### config.mk
export PLATFORM = sky130hd
export DESIGN_NAME = apic_style_countdown_timer_top
export DESIGN_NICKNAME = d
export VERILOG_FILES = /design/src/rtl/apic_cdt_pkg.sv /design/src/rtl/apic_style_countdown_timer_top.sv
export SDC_FILE = /design/constraint.sdc
export NUM_CORES = 1
export LEC_CHECK = 0
export BUFFER_PORTS_ARGS = -buffer_cell sky130_fd_sc_hd__buf_2
export CORE_MARGIN = 5
export CORE_UTILIZATION = 58
export DETAILED_ROUTE_END_ITERATION = 10
export GPL_ROUTABILITY_DRIVEN = 0
export GPL_TIMING_DRIVEN = 0
export PLACE_DENSITY_LB_ADDON = 0.05
export SETUP_SLACK_MARGIN = 0.02
export SYNTH_ARGS = -nofsm -noshare
export SYNTH_HDL_FRONTEND = slang
export SYNTH_SLANG_ARGS = --single-unit
export TNS_END_PERCENT = 30
### constraint.sdc
create_clock -name clk -period 3.7 [get_ports clk]
set_input_delay 0.74 -clock clk [delete_from_list [all_inputs] [get_ports clk]]
set_output_delay 0.74 -clock clk [all_outputs]
set_load 0.005 [all_outputs]
### src/rtl/apic_cdt_pkg.sv
// shared constants and types for the countdown timer block
`default_nettype none

package apic_cdt_pkg;

  // action codes carried in the input word's tuser
  typedef logic [1:0] action_t;
  localparam action_t ACT_TICK  = 2'd0;
  localparam action_t ACT_READ  = 2'd1;
  localparam action_t ACT_WRITE = 2'd2;

  // register indexes, byte offset divided by 16
  typedef logic [5:0] reg_idx_t;
  localparam reg_idx_t IDX_ID        = 6'h02;
  localparam reg_idx_t IDX_LVT_TIMER = 6'h32;
  localparam reg_idx_t IDX_INITIAL   = 6'h38;
  localparam reg_idx_t IDX_CURRENT   = 6'h39;
  localparam reg_idx_t IDX_DIVIDE    = 6'h3e;

  // lvt timer modes
  typedef logic [1:0] timer_mode_t;
  localparam timer_mode_t MODE_ONE_SHOT = 2'd0;
  localparam timer_mode_t MODE_PERIODIC = 2'd1;
  localparam timer_mode_t MODE_DEADLINE = 2'd2;

  // divide configuration bits that are kept
  localparam logic [3:0] DIVIDE_KEEP_MASK = 4'hb;
  // select code that means divide by one
  localparam logic [2:0] DIV_SEL_BY_ONE = 3'd7;

  // word widths
  localparam int unsigned IN_TDATA_W  = 40;
  localparam int unsigned OUT_TDATA_W = 48;

  // result word contents
  typedef struct packed {
    logic [6:0]  pad;
    logic [7:0]  interrupt_vector;
    logic        interrupt_raised;
    logic [31:0] read_data;
  } result_t;

endpackage

`default_nettype wire

### src/rtl/apic_style_countdown_timer_top.sv
// local-interrupt-controller style countdown timer, register file and result stage
`default_nettype none

// usage
//  in channel: one word per bus clock tick, register read or register write.
//    in_tuser carries the action, in_tdata the register index and write data.
//  out channel: exactly one result word per input word, in order: read data,
//    interrupt flag and vector.
//  cfg port: cfg_wen writes the unit id returned in the id register, taken at
//    once; write it only while the block is idle, the block does not enforce it.
//  latency: the result of a word shows on out_* the cycle after it is taken.
//  throughput: one word per cycle while out_tready stays high; state is updated
//    by a single combinational pass at the accepting edge, and the result
//    register is refilled in the same cycle it is drained.
//  stall: while out_tready is low a waiting result holds and in_tready drops,
//    so nothing is lost; in_tready returns as soon as the result is taken.
//  reset: synchronous, active low; the timer comes up masked, one-shot,
//    divide by two, with all counts zero and no result pending.
//  the prescaler divides ticks by 1 to 128; the current count drops at each
//    prescaler wrap and raises the lvt vector at zero unless masked.
module apic_style_countdown_timer_top
  import apic_cdt_pkg::*;
(
  input  wire logic                   clk,
  input  wire logic                   rst_n,
  // input channel
  input  wire logic                   in_tvalid,
  output logic                        in_tready,
  // [5:0] register_index, [37:6] write_data, [39:38] zero
  input  wire logic [IN_TDATA_W-1:0]  in_tdata,
  // [1:0] action
  input  wire logic [1:0]             in_tuser,
  // result channel
  output logic                        out_tvalid,
  input  wire logic                   out_tready,
  // [31:0] read_data, [32] interrupt_raised, [40:33] interrupt_vector, [47:41] zero
  output logic [OUT_TDATA_W-1:0]      out_tdata,
  // configuration
  input  wire logic                   cfg_wen,
  input  wire logic [7:0]             cfg_wdata
);

  // timer state
  logic [7:0]  unit_id_r;
  logic [7:0]  vector_r,    vector_nxt;
  logic        masked_r,    masked_nxt;
  timer_mode_t mode_r,      mode_nxt;
  logic [3:0]  divide_r,    divide_nxt;
  logic [31:0] initial_r,   initial_nxt;
  logic [31:0] current_r,   current_nxt;
  logic [6:0]  prescale_r,  prescale_nxt;

  // result stage
  logic        out_valid_r, out_valid_nxt;
  result_t     result_r,    result_nxt;

  // input word fields
  action_t     action;
  reg_idx_t    reg_idx;
  logic [31:0] wdata;
  logic        in_accept;

  // tick datapath
  logic [2:0]  div_sel;
  logic [8:0]  divisor;
  logic [8:0]  prescale_inc;
  logic        prescale_wrap;
  logic        stopped;
  logic [31:0] current_dec;

  assign action  = in_tuser;
  assign reg_idx = in_tdata[5:0];
  assign wdata   = in_tdata[37:6];

  // take a word whenever the result register is empty or being drained
  assign in_tready = !out_valid_r || out_tready;
  assign in_accept = in_tvalid && in_tready;

  assign out_tvalid = out_valid_r;
  assign out_tdata  = result_r;

  // divisor from code bits 3,1,0: 2 << sel, or 1 for the all-ones code
  assign div_sel      = {divide_r[3], divide_r[1:0]};
  assign divisor      = (div_sel == DIV_SEL_BY_ONE) ? 9'd1 : (9'd2 << div_sel);
  assign prescale_inc = {2'b00, prescale_r} + 9'd1;
  assign prescale_wrap = !(prescale_inc < divisor);
  // deadline and reserved modes have mode bit 1 set and count as stopped
  assign stopped      = mode_r[1] || (current_r == 32'd0);
  assign current_dec  = current_r - 32'd1;

  always_comb begin
    vector_nxt    = vector_r;
    masked_nxt    = masked_r;
    mode_nxt      = mode_r;
    divide_nxt    = divide_r;
    initial_nxt   = initial_r;
    current_nxt   = current_r;
    prescale_nxt  = prescale_r;
    out_valid_nxt = out_valid_r;
    result_nxt    = result_r;

    if (out_tready) begin
      out_valid_nxt = 1'b0;
    end

    if (in_accept) begin
      out_valid_nxt = 1'b1;
      result_nxt    = '0;
      case (action)
        ACT_TICK: begin
          if (!stopped) begin
            if (!prescale_wrap) begin
              prescale_nxt = prescale_inc[6:0];
            end else begin
              prescale_nxt = 7'd0;
              current_nxt  = current_dec;
              if (current_dec == 32'd0) begin
                if (mode_r == MODE_PERIODIC) begin
                  current_nxt = initial_r;
                end
                if (!masked_r) begin
                  result_nxt.interrupt_raised = 1'b1;
                  result_nxt.interrupt_vector = vector_r;
                end
              end
            end
          end
        end
        ACT_READ: begin
          case (reg_idx)
            IDX_ID:        result_nxt.read_data = {unit_id_r, 24'd0};
            IDX_LVT_TIMER: result_nxt.read_data = {13'd0, mode_r, masked_r, 8'd0, vector_r};
            IDX_INITIAL:   result_nxt.read_data = initial_r;
            IDX_CURRENT:   result_nxt.read_data = current_r;
            IDX_DIVIDE:    result_nxt.read_data = {28'd0, divide_r};
            default:       result_nxt.read_data = 32'd0;
          endcase
        end
        ACT_WRITE: begin
          case (reg_idx)
            IDX_LVT_TIMER: begin
              vector_nxt = wdata[7:0];
              masked_nxt = wdata[16];
              mode_nxt   = wdata[18:17];
            end
            IDX_INITIAL: begin
              // load and restart; zero stops the timer
              initial_nxt  = wdata;
              current_nxt  = wdata;
              prescale_nxt = 7'd0;
            end
            IDX_DIVIDE: begin
              divide_nxt = wdata[3:0] & DIVIDE_KEEP_MASK;
            end
            default: begin
              // read-only and unknown registers ignore writes
            end
          endcase
        end
        default: begin
          // unused action code, result stays all zero
        end
      endcase
    end
  end

  always_ff @(posedge clk) begin
    if (!rst_n) begin
      unit_id_r   <= 8'd0;
      vector_r    <= 8'd0;
      masked_r    <= 1'b1;
      mode_r      <= MODE_ONE_SHOT;
      divide_r    <= 4'd0;
      initial_r   <= 32'd0;
      current_r   <= 32'd0;
      prescale_r  <= 7'd0;
      out_valid_r <= 1'b0;
    end else begin
      if (cfg_wen) begin
        unit_id_r <= cfg_wdata;
      end
      vector_r    <= vector_nxt;
      masked_r    <= masked_nxt;
      mode_r      <= mode_nxt;
      divide_r    <= divide_nxt;
      initial_r   <= initial_nxt;
      current_r   <= current_nxt;
      prescale_r  <= prescale_nxt;
      out_valid_r <= out_valid_nxt;
    end
  end

  // result payload needs no reset
  always_ff @(posedge clk) begin
    result_r <= result_nxt;
  end

`ifndef ASSERT_OFF
  // a tick on a zero count never raises an interrupt
  a_no_irq_when_zero: assert property (@(posedge clk) disable iff (!rst_n)
    (in_accept && action == ACT_TICK && current_r == 32'd0)
      |=> (out_tvalid && !out_tdata[32]))
    else $error("interrupt raised from a zero count");

  // an interrupt result never carries read data
  a_irq_no_read: assert property (@(posedge clk) disable iff (!rst_n)
    (out_tvalid && out_tdata[32]) |-> (out_tdata[31:0] == 32'd0))
    else $error("interrupt result with read data");

  // an initial count write loads the counter and clears the prescaler
  a_initial_load: assert property (@(posedge clk) disable iff (!rst_n)
    (in_accept && action == ACT_WRITE && reg_idx == IDX_INITIAL)
      |=> (current_r == $past(wdata) && prescale_r == 7'd0))
    else $error("initial count write did not load the counter");

  // the mode field only moves on an lvt write
  a_mode_hold: assert property (@(posedge clk) disable iff (!rst_n)
    !(in_accept && action == ACT_WRITE && reg_idx == IDX_LVT_TIMER)
      |=> $stable(mode_r))
    else $error("timer mode changed without an lvt write");
`endif

endmodule

`default_nettype wire

==> results.json, run 1 <==
{
  "arrival_ps": 3980,
  "p_leak_nw": 3.43,
  "grt_use_total_pct": 32.1,
  "drc": 0,
  "max_slew_margin_pct": 11.4,
  "synth-seq-cells": 135,
  "detail_route.wl_per_cell_um": 20.4,
  "clock-sinks": 135,
  "whs_ps": 469,
  "endpoint_kind": "flip-flop",
  "drt-total-wl_mm": 23.9,
  "grt_overflow": 0,
  "hold_viol": 0,
  "dieArea_um2": 15300,
  "yosys_most_used_dff": "dfxtp_1",
  "syn_area_per_cell_um2": 8.72,
  "via_count": 7549,
  "synthTopCellsByArea": "dfxtp_1 (25%), edfxtp_1 (16%), nand2_1 (5.6%)",
  "fin_util_pct": 70.2,
  "drt_iter0_markers": 1068,
  "hpwl_mm": 16.8,
  "tightest_slew_ps": 1320,
  "io_buffers": 93,
  "synth.largest_area_cell": "dfxtp_1",
  "htree_num_levels": 4,
  "final_max_slew_viol_count": 0,
  "drtAntennaViolNets": 0,
  "critical_path_peak_fanout": 10,
  "yosys_warnings": 0,
  "path_class": "flip-flop to flip-flop",
  "synth-edff-count": 41,
  "grt_max_degree": 27,
  "die_h_um": 124,
  "clock_skew_ps": 7.79,
  "synthesis.area_um2": 7510,
  "power_w": 0.00466,
  "peakVddDrop_v": 0.000330,
  "setup_violations": 0,
  "first_pass_iters": 6,
  "syn_to_final_growth_pct": 18.4,
  "drive_above_1_share_pct": 19.4,
  "antenna_found_initial": 0,
  "power.internal_w": 0.00311,
  "pin_count": 105,
  "grt_pass1_wl_mm": 37.6,
  "cts_hold_buffers": 0,
  "holdCritPathClass": "flip-flop to flip-flop",
  "synthArstFlopShare_pct": 0,
  "synthCells": 862,
  "cts_tree": "built",
  "n_fill_cell": 1002,
  "start_util_pct": 59.3,
  "yosysSeqAreaShare_pct": 41.4,
  "cts_root_buffer": "clkbuf_16",
  "yosysMostFrequentCell": "nand2_1",
  "clock_latency_ps": 440,
  "synth_commonest_cells": "nand2_1 (113), nor2_1 (99), dfxtp_1 (94)",
  "clk_pin_slew_ps": 60,
  "cp-start-kind": "flip-flop",
  "fp.coreArea_um2": 12700,
  "max_freq_mhz": 277,
  "grt_pass1_vias": 7288,
  "n_antenna_cell": 0,
  "sw_frac_of_total_pct": 33.3,
  "cts_buffers": 17,
  "fp-row-count": 41,
  "status": "completed",
  "power_density_nw_per_um2": 524,
  "period_share_pct": 97.6,
  "nets": 1051,
  "place_ws_ps": -173,
  "finalCriticalPeriod_ps": 3610,
  "die_w_um": 124,
  "cp.required_ps": 4070,
  "synth_top_area_share_pct": 25.0,
  "p_comb_share_pct": 26.8,
  "p_switching_w": 0.00155,
  "clockBufferDepth": 2,
  "ys_types": 71,
  "drv_cap": 0,
  "pwr-share-clk_pct": 37.7,
  "fin_ws_ps": 88.3,
  "power_frac_seq_pct": 35.5,
  "avgViaCountPerCell": 6.45
}
==> power by group through the flow <==
stage	Clock, W	Sequential [W]	Combinational, W
final	0.00176	0.00165	0.00125
after global routing	0.00183	0.00166	0.00133
after CTS	0.00175	0.00165	0.00118
after detailed placement	0	0.00168	0.00116
after global placement	0	0.00168	0.00113
after floorplan	0	0.00167	0.000825
==> registers in the layout, summed over array words and instances (netlist names), 2 cells and up <==
name        cells
divide_r        3
mode_r          2
out_tdata      41
vector_r        8
initial_r      32
unit_id_r       8
current_r      32
prescale_r      7
==> logic make-up after synthesis <==
kind of cell | share of synthesized area, %
buffers and inverters | 6.16
adder cells (fa/ha/maj) | 1.83
flip-flops | 41.4
AND/OR/NAND/NOR | 27.7
other | 0.0499
XOR/XNOR | 2.91
multiplexers | 3.50
AO/OA/AOI/OAI | 16.4
==> through the flow <==
stage,setup TNS [ps],area [um^2],instances
final,0,8900,1170
after global routing,-45.5,8900,1170
after CTS,0,8870,1167
after detailed placement,-2500,8240,1134
after global placement,-696,8220,1133
after floorplan,0,7540,868
==> critical path: stages (launching register included) <==
cell and delay (ps):
dfxtp_1 340, clkbuf_2 210, inv_1 170, ha_1 170, clkbuf_2 260, nor3b_4 370
buf_4 180, nor4b_1 320, a31oi_1 180, nor2b_1 280, and4_1 240, buf_4 150
buf_2 280, nand4_1 160, a31oi_2 200
==> metal layers <==
| metal | routed length (um) | vias up | track usage [%] |
|---|---|---|---|
| met4 | 1020 | 0 | 14.5 |
| met3 | 2520 | 99 | 7.04 |
| met5 | 0 | - | 0 |
| li1 | - | 3395 | - |
| met2 | 11100 | 529 | 51.6 |
| met1 | 9320 | 3526 | 41.4 |
==> cells in the final DEF, fill, tap and decap left out, drive strengths merged, types with 4 or more instances in the layout <==
cell type / count
a211oi: 8
a21oi: 61
a222oi: 16
a31oi: 24
a32o: 5
and2: 18
and3: 9
and4: 6
buf: 137
clkbuf: 63
clkinv: 7
conb: 7
dfxtp: 94
edfxtp: 41
ha: 11
inv: 14
mux2i: 24
nand2: 114
nand2b: 23
nand3: 16
nand3b: 5
nand4: 41
nor2: 99
nor2b: 5
nor3: 20
nor4: 18
o21a: 5
o311ai: 22
or3: 8
or3b: 4
or4: 5
xnor2: 16
xor2: 9
==> repair_timing <==
| action | 4_1_cts | 5_1_grt |
|---|---|---|
| endpoints found under the hold margin | 0 | 0 |
| pin swaps | 1 | 0 |
| gates resized for setup | 4 | 6 |
| setup buffers | 1 | 3 |
| setup endpoints to repair | 40 | 29 |
==> worst paths after layout <==
kind | slack, ps | start | to | cells after the start
setup / recovery | 90 | current_r[0] | current_r[30] | 14
hold / removal | 470 | initial_r[0] | initial_r[0] | 2
setup reg to reg | 90 | current_r[0] | current_r[30] | 14
hold reg to reg | 470 | initial_r[0] | initial_r[0] | 2
==> final cells by class <==
class	count	area (um^2)	area share, %
Timing Repair Buffer	98	515	5.79
Buffer	85	422	4.74
Tap cell	172	215	2.42
Sequential cell	135	3110	35.0
Multi-Input combinational cell	636	3980	44.7
Inverter	12	47.5	0.534
Clock buffer	17	425	4.78
Clock inverter	15	179	2.01
Note: power is estimated with default switching activity, not from simulation.
==> run 2: changes to the inputs <==
--- a/config.mk
+++ b/config.mk
@@ -11,6 +11,7 @@
 export DETAILED_ROUTE_END_ITERATION = 10
 export GPL_ROUTABILITY_DRIVEN = 0
 export GPL_TIMING_DRIVEN = 0
+export MAX_ROUTING_LAYER = met4
 export PLACE_DENSITY_LB_ADDON = 0.05
 export SETUP_SLACK_MARGIN = 0.02
 export SYNTH_ARGS = -nofsm -noshare
==> results.json, run 2 (same netlist as run 1, synthesis figures left out) <==
{
  "cp.required_ps": 4070,
  "clock-sinks": 135,
  "largest_reg_flops": 41,
  "grt_pass1_wl_mm": 37.7,
  "hpwl_mm": 16.8,
  "worstSetupStartpoint": "current_r[0]",
  "clockBufferDepth": 2,
  "drv_cap": 0,
  "drtAntennaViolNets": 0,
  "cp-start-kind": "flip-flop",
  "start_util_pct": 59.3,
  "power_frac_seq_pct": 35.4,
  "first_pass_iters": 6,
  "fp-row-count": 41,
  "period_share_pct": 97.2,
  "max_freq_mhz": 278,
  "max_slew_margin_pct": 13.0,
  "grt_use_total_pct": 33.1,
  "n_antenna_cell": 0,
  "arrival_ps": 3960,
  "fin_area_um2": 8900,
  "drt-total-wl_mm": 24.0,
  "cts_tree": "built",
  "final_max_slew_viol_count": 0,
  "pin_count": 105,
  "setup_violations": 0,
  "cts_buffers": 17,
  "syn_to_final_growth_pct": 18.4,
  "status": "completed",
  "drive_above_1_share_pct": 19.4,
  "hold_viol": 0,
  "whs_ps": 473,
  "power_w": 0.00467,
  "final_cell_mix": "nand2_1 (113), buf_2 (109), nor2_1 (99)",
  "p_switching_w": 0.00156,
  "fp.coreArea_um2": 12700,
  "fin_cells": 1170,
  "endpoint_kind": "flip-flop",
  "die_h_um": 124,
  "power_density_nw_per_um2": 524,
  "grt_overflow": 0,
  "io_buffers": 93,
  "detail_route.wl_per_cell_um": 20.5,
  "htree_num_levels": 4,
  "nets": 1051,
  "clock_latency_ps": 440,
  "clk_pin_slew_ps": 60,
  "holdCritPathClass": "flip-flop to flip-flop",
  "cts_root_buffer": "clkbuf_16",
  "clock_skew_ps": 9.28,
  "critical_path_peak_fanout": 10,
  "drt_iter0_markers": 1096,
  "power.internal_w": 0.00311,
  "avgViaCountPerCell": 6.46,
  "dpl_cell_area_um2": 8240,
  "die_w_um": 124,
  "antenna_found_initial": 0,
  "dp_cells": 1134,
  "peakVddDrop_v": 0.000331,
  "r2r_start": "current_r[0]",
  "drc": 0,
  "grt_max_degree": 27,
  "grt_pass1_vias": 7296,
  "sw_frac_of_total_pct": 33.4,
  "layout_commonest_cell": "nand2_1",
  "tightest_slew_ps": 1300,
  "p_leak_nw": 3.43,
  "dieArea_um2": 15300,
  "finalCriticalPeriod_ps": 3600,
  "worstHoldStart": "initial_r[0]",
  "p_comb_share_pct": 26.9,
  "via_count": 7561,
  "pwr-share-clk_pct": 37.7,
  "path_class": "flip-flop to flip-flop"
}
==> run 2: cell counts in the layout (fill, tap and decap cells not counted) <==
Identical to the previous run, type by type.
==> run 2: path summary, 6_finish.rpt <==
check	to	slack, ps	cells past startpoint
setup / recovery	current_r[30]	100	14
hold / removal	initial_r[0]	470	2
setup reg to reg	current_r[30]	100	14
hold reg to reg	initial_r[0]	470	2
==> run 2: power by group through the flow <==
stage                     clock, W  combinational (W)  sequential, W
after detailed placement         0            0.00116        0.00168
final                      0.00176            0.00125        0.00165
after global routing       0.00183            0.00133        0.00166
after floorplan                  0           0.000825        0.00167
after CTS                  0.00175            0.00118        0.00165
after global placement           0            0.00113        0.00168
==> run 2: final cells by class <==
cell class | count | area, um^2
multi-input cells | 636 | 3980
well taps | 172 | 215
repair buffers | 98 | 515
flip-flops and latches | 135 | 3110
fillers | 1002 | 3770
clock buffers | 17 | 425
clock inverters | 15 | 179
inverters | 12 | 47.5
plain buffers | 85 | 422
==> run 2: what timing repair did <==
item | CTS | global route
setup buffers | 1 | 3
resized for setup | 4 | 6
setup endpoints to repair | 40 | 28
hold endpoints to repair | 0 | 0
hold buffers | 0 | 0
pin swaps | 1 | 0
cloned | 0 | 0
==> run 2: worst max-delay path, cell delays in order (launching register included) <==
cell	delay (ps)
dfxtp_1	340
clkbuf_2	220
inv_1	160
ha_1	170
clkbuf_2	260
nor3b_4	370
buf_4	180
nor4b_1	320
a31oi_1	180
nor2b_1	270
and4_1	240
buf_4	160
buf_2	280
nand4_1	160
a31oi_2	200
==> run 2: per-stage QoR <==
stage | setup TNS, ps | worst slack (ps) | util [%]
after global placement | -696 | -65.8 | 64.8
after floorplan | 0 | 685 | -
after detailed placement | -2500 | -173 | 65.0
after global routing | -39.2 | -22.4 | 70.2
after CTS | 0 | 156 | 70.0
final | 0 | 105 | 70.2
==> run 2: layer usage <==
metal | share of wire [%] | up-vias | routed length [um] | global-route usage, %
met2 | 46 | 556 | 11100 | 51.8
li1 | - | 3398 | - | -
met1 | 39 | 3513 | 9390 | 41.5
met5 | 0 | - | 0 | -
met4 | 3.8 | 0 | 923 | 14.4
met3 | 11 | 94 | 2590 | 6.99
